==> config.mk <==
export PLATFORM = sky130hd
export DESIGN_NAME = cpbc_merge
export DESIGN_NICKNAME = d
export VERILOG_FILES = /design/src/sv/cpbc_pkg.sv /design/src/sv/cpbc_merge.sv
export SDC_FILE = /design/constraint.sdc
export NUM_CORES = 1
export LEC_CHECK = 0
export BUFFER_PORTS_ARGS = -buffer_cell sky130_fd_sc_hd__clkbuf_2
export CORE_MARGIN = 8
export CORE_UTILIZATION = 35
export DETAILED_ROUTE_END_ITERATION = 8
export MAX_ROUTING_LAYER = met4
export PLACE_DENSITY = 0.81
export SYNTH_ARGS = -nofsm -noshare
export SYNTH_HDL_FRONTEND = slang
export SYNTH_SLANG_ARGS = --single-unit
==> constraint.sdc <==
create_clock -name vclk -period 7.9
set_clock_uncertainty 0.2 [all_clocks]
set_input_delay 1.975 -clock vclk [all_inputs]
set_output_delay 1.975 -clock vclk [all_outputs]
set_load 0.005 [all_outputs]
==> src/sv/cpbc_pkg.sv <==
// package for the counter pattern bit-error checker
// holds the word and lane sizes, default total width and the lane result type
// no dependencies
package cpbc_pkg;

  localparam int SYM_COUNT       = 5;
  localparam int WORD_BITS       = 10;
  localparam int SAMPLE_W        = 16;
  localparam int ERR_W           = 4;
  localparam int OUT_TOTAL_W     = 32;
  localparam int TOTAL_WIDTH_DEF = 32;

  typedef logic [WORD_BITS-1:0]       word_t;
  typedef logic signed [SAMPLE_W-1:0] sample_t;
  typedef logic [ERR_W-1:0]           werr_t;
  typedef logic [OUT_TOTAL_W-1:0]     out_total_t;

  // what one symbol lane found: decided bits, expected bits, mismatches
  typedef struct packed {
    logic [1:0] rx_bits;
    logic [1:0] exp_bits;
    logic [1:0] errs;
  } lane_res_t;

endpackage

==> src/sv/cpbc_merge.sv <==
// merge stage: packs lane bits into words, sums lane errors, updates totals
// depends on cpbc_pkg
module cpbc_merge import cpbc_pkg::*; #(
  parameter int TOTAL_WIDTH = TOTAL_WIDTH_DEF
) (
  input  lane_res_t              lanes [SYM_COUNT],
  input  logic [TOTAL_WIDTH-1:0] err_total,
  input  logic [TOTAL_WIDTH-1:0] bit_total,
  output word_t                  rx_word,
  output word_t                  exp_word,
  output werr_t                  word_errs,
  output logic [TOTAL_WIDTH-1:0] err_total_nxt,
  output logic [TOTAL_WIDTH-1:0] bit_total_nxt
);

  logic [TOTAL_WIDTH:0] err_sum;
  logic [TOTAL_WIDTH:0] bit_sum;

  // pack MSB first and add up lane mismatches
  always_comb begin
    rx_word   = '0;
    exp_word  = '0;
    word_errs = '0;
    for (int k = 0; k < SYM_COUNT; k++) begin
      rx_word[WORD_BITS-1-2*k -: 2]  = lanes[k].rx_bits;
      exp_word[WORD_BITS-1-2*k -: 2] = lanes[k].exp_bits;
      word_errs = word_errs + werr_t'(lanes[k].errs);
    end
  end

  // saturating totals: a carry out means the sum passed the maximum
  assign err_sum = {1'b0, err_total} + (TOTAL_WIDTH+1)'(word_errs);
  assign bit_sum = {1'b0, bit_total} + (TOTAL_WIDTH+1)'(WORD_BITS);

  assign err_total_nxt = err_sum[TOTAL_WIDTH] ? '1 : err_sum[TOTAL_WIDTH-1:0];
  assign bit_total_nxt = bit_sum[TOTAL_WIDTH] ? '1 : bit_sum[TOTAL_WIDTH-1:0];

endmodule

==> results of run 1 <==
## where the power goes
group | switching [mW] | internal [mW]
combinational | 0.173 | 0.157
sequential | 0 | 0
clock | 0 | 0
## kinds of logic after synthesis
kind of cell,Yosys count
mux,8
fa+ha+maj,14
compound gates,57
buf+inv,63
xor+xnor,14
simple gates,191
## per-stage QoR
step | TNS (ps) | setup WS (ps) | hold slack, ps
3_3_place_gp | 0 | 42.0 | 3750
3_5_place_dp | -36.3 | -21.4 | 3750
4_1_cts | 0 | 52.9 | 3750
2_1_floorplan | 0 | 202 | 3790
6_report | 0 | 81.0 | 3750
5_1_grt | -289 | -53.1 | 3750
## per-layer routing
layer | vias up | routed length [µm] | track usage [%]
met2 | 149 | 4280 | 29.7
met3 | 18 | 686 | 1.17
met4 | 0 | 167 | 3.71
met1 | 1447 | 3170 | 18.9
met5 | - | 0 | -
li1 | 1524 | - | -
## path summary, 6_finish.rpt
| kind | startpoint | endpoint | slack [ps] | cells past startpoint |
|---|---|---|---|---|
| worst max-delay path | lanes[0] | err_total_nxt[16] | 80 | 13 |
| worst min-delay path | lanes[8] | exp_word[2] | 3750 | 0 |
## layout make-up
cell class                      instances  area [µm²]
Fill cell                             660        3320
Timing Repair Buffer                  152         820
Inverter                               24        90.1
Multi-Input combinational cell        284        1950
Tap cell                               77        96.3
## cells in the mapped netlist (all sizes together) (2+ instances only)
library cell	instances	area share (%)
fa	7	6.3
nand2	37	6.2
a21o	2	0.67
nor2b	2	0.56
o21ai	20	4.5
nor3	6	1.3
nor2	14	2.3
or4b	2	0.89
a21oi	3	0.67
nand4	18	5.6
o41ai	3	1.2
nand3	49	11
xor2	5	2.0
nor4	5	1.4
and4	8	3.1
a211oi	4	1.3
buf	24	8.4
nor4b	2	0.78
or3	9	2.5
mux2	8	4.0
o31ai	18	6.0
or4	25	8.5
nand2b	7	2.0
clkbuf	15	2.5
xnor2	9	3.5
ha	7	3.9
and3	5	1.4
inv	24	4.0
## what timing repair did
action | in CTS | in global routing
gates resized for setup | 2 | 9
pin swaps | 0 | 1
setup buffers | 0 | 1
cloned | 0 | 1
setup endpoints to repair | 3 | 22
==> results.cfg, run 1 <==
[critical_path]
slowest_delay_ps = 530
slowest_stage = fa_1
end_kind = primary output
crit_buf_inv = 4
cp_cell_sequence = clkbuf_2, fa_1, inv_1, fa_1, fa_2, fa_1, fa_2, nand2b_1, a21o_4, buf_12, or4_1, nand3_1, clkbuf_2
critPathLaunchType = input pin
crit_type = in -> out
cp.required_ps = 5730
crit_path_max_fanout = 8
path_delay_family = adder cells
worstPathArrival_ps = 5640
cpMostUsedCell = fa_1

[cells_and_area]
final_nets = 570
final_cell_mix = clkbuf_2 (142), nand3_1 (49), nand2_1 (37)
antenna_cells = 0
stdcell_count = 537
final_common_cell = clkbuf_2
final_area_um2 = 2960
layout-drive-gt1-share_pct = 37.8
area_delta_synth_final_pct = 32.0
nClkBuffers = 0
seq_cell_count = 0
fin_util_pct = 47.1
seq_area_um2 = 0

[status]
status = finished clean

[floorplanning]
start_util_pct = 35.7
io_pins = 182
die_h_um = 96.0
dieArea_um2 = 9220
chipWidth_um = 96.0
coreArea_um2 = 6280
rows = 29

[min_path]
hp-class = in -> out

[placed_design]
dpl_cell_area_um2 = 2880
hpwl_um = 6910
dp_cells = 535
place.gp.congestion = 0.942
port_buffers = 142

[sta]
slew_violations = 0
rsz0062_at_grt = yes
hold_viol_final = 0
tightest_slew_ps = 994
slew_headroom_pct = 33.6
min_period_ps = 7820
fmax_mhz = 128
final-setup-viol-count = 0
period_share_pct = 99.0

[drt]
via_per_inst = 5.84
final_antenna_net_count = 0
drc = 0
dr.pass1.iters = 5
drt_iter0_markers = 200
wire_per_inst_um = 15.5
wl_um = 8300
num_vias = 3138

[grt]
grt-ovfl-total = 0
grt_pass1_wl_um = 12600
grt_max_degree = 33
grtUsageTotal_pct = 16.3
antenna_found_initial = 0
grt_pass1_vias = 2859

[power]
leakage_nw = 1.42
irDropWorstVdd_mv = 0.138
power.density_nw_per_um2 = 112
finalPower_mw = 0.330

[yosys]
netlist_area_um2 = 2240
synth_top_family_by_area = simple AND/OR/NAND/NOR gates
synth-xor-area-share_pct = 5.47
yosysWarnings = 0
post_synth_inst_count = 347
syn_avg_cell_area_um2 = 6.46
synthMuxAreaShare_pct = 4.02
synthesis.nets = 455
synth.distinct_cells = 41
ys_seq_area_share_pct = 0
synth_fa_ha_area_share_pct = 10.2
synth-compound-area-share_pct = 17.1
synthSimpleGateAreaFrac_pct = 48.2

[job]
cap_violations = 0

[clock_network]
holdBufCountCts = 0
Note: power is estimated with default switching activity, not from simulation.
==> run 2: changes to the inputs <==
--- a/config.mk
+++ b/config.mk
@@ -10,7 +10,7 @@
 export CORE_UTILIZATION = 35
 export DETAILED_ROUTE_END_ITERATION = 8
 export MAX_ROUTING_LAYER = met4
-export PLACE_DENSITY = 0.81
+export PLACE_DENSITY = 0.77
 export SYNTH_ARGS = -nofsm -noshare
 export SYNTH_HDL_FRONTEND = slang
 export SYNTH_SLANG_ARGS = --single-unit
==> results.cfg, run 2 (synthesis gave the netlist of run 1 again) <==
[power]
leakage_nw = 1.43
irDropWorstVdd_mv = 0.109
power.density_nw_per_um2 = 111
finalPower_mw = 0.329

[critical_path]
critPathLaunchType = input pin
crit_type = in -> out
end_kind = primary output
worstPathArrival_ps = 5580
cp.required_ps = 5730
crit_path_max_fanout = 15

[placed_design]
place.gp.congestion = 0.967
hpwl_um = 7140
port_buffers = 142

[grt]
grt-ovfl-total = 0
grt_max_degree = 33
antenna_found_initial = 0
grt_pass1_vias = 2888
grtUsageTotal_pct = 17.0
grt_pass1_wl_um = 13000

[sta]
slew_violations = 0
rsz0062_at_grt = no
period_share_pct = 98.1
final-setup-viol-count = 0
slew_headroom_pct = 33.5
hold_viol_final = 0
tightest_slew_ps = 995
min_period_ps = 7750
hold_ws_ps = 3750
fmax_mhz = 129

[min_path]
holdPathStages = 0
min_from = lanes[2]
hp-class = in -> out
min_to = exp_word[0]

[floorplanning]
coreArea_um2 = 6280
rows = 29
start_util_pct = 35.7
dieArea_um2 = 9220
die_h_um = 96.0
io_pins = 182
chipWidth_um = 96.0

[cells_and_area]
nFillCells = 655
layout-drive-gt1-share_pct = 38.7
nClkBuffers = 0
final_nets = 573
antenna_cells = 0
final_cell_mix = clkbuf_2 (142), nand3_1 (49), nand2_1 (37)
seq_area_um2 = 0
final_common_cell = clkbuf_2
fin_util_pct = 47.2
seq_cell_count = 0
area_delta_synth_final_pct = 32.2

[drt]
dr.pass1.iters = 4
wl_um = 8480
wl_met1_um = 3200
top_layer = met4
drc = 0
via_per_inst = 5.78
wire_per_inst_um = 15.7
wl_met2_um = 4460
wl_met3_um = 673
final_antenna_net_count = 0
num_vias = 3122
drt_iter0_markers = 177

[status]
status = finished clean

[clock_network]
holdBufCountCts = 0

[job]
cap_violations = 0
## run 2: cell count changes in the layout (fill, tap and decap cells not counted), sizes merged
| cell | before | now |
|---|---|---|
| buf | 9 | 12 |
| clkbuf | 143 | 142 |
| o21ba | 1 | 2 |
## run 2: final cells by class
type,count,area [µm²],area share (%)
multi-input cells,285,1960,66.3
repair buffers,154,813,27.4
well taps,77,96.3,3.25
inverters,24,90.1,3.04
## run 2: timing repair
action	4_1_cts	5_1_grt
gates resized for setup	6	5
endpoints found under the setup margin	14	19
setup buffers	1	1
pin swaps	2	0
cloned	0	1
## run 2: report_power, final
| group | switching [mW] | internal [mW] | leakage [nW] |
|---|---|---|---|
| Clock | 0 | 0 | 0 |
| Combinational | 0.174 | 0.155 | 1.43 |
| Sequential | 0 | 0 | 0 |
| Total | 0.174 | 0.155 | 1.43 |
## run 2: how the worst max path moves through the flow
stage               startpoint                end  slack (ps)  depth (start not counted)
detailed placement    lanes[0]  err_total_nxt[11]         -30                         14
global route          lanes[0]  err_total_nxt[26]           8                         13
finish                lanes[0]  err_total_nxt[10]         150                         13
floorplan             lanes[0]  err_total_nxt[11]         200                         13
global placement      lanes[0]  err_total_nxt[30]          30                         12
CTS                   lanes[0]  err_total_nxt[31]          50                         14
## run 2: per-stage QoR
step	cells	setup WS (ps)	cell area (µm²)	setup TNS, ps
2_1_floorplan	347	202	2240	0
3_3_place_gp	537	25.9	2890	0
3_5_place_dp	537	-29.7	2890	-216
4_1_cts	538	50.4	2920	0
5_1_grt	540	8.47	2960	0
6_report	540	150	2960	0
## run 2: metal layers
metal / up-vias / track usage, %
li1: 1534 / -
met1: 1440 / 19.5
met2: 129 / 32.0
met3: 19 / 0.858
met4: 0 / 3.07
met5: - / -
## run 2: critical path: stages
cell	delay, ps
clkbuf_2	90
fa_1	520
inv_1	50
fa_1	450
fa_2	370
fa_2	460
fa_2	380
nand2b_1	170
a21o_1	230
buf_12	170
or4_1	500
nand3_1	100
clkbuf_2	110
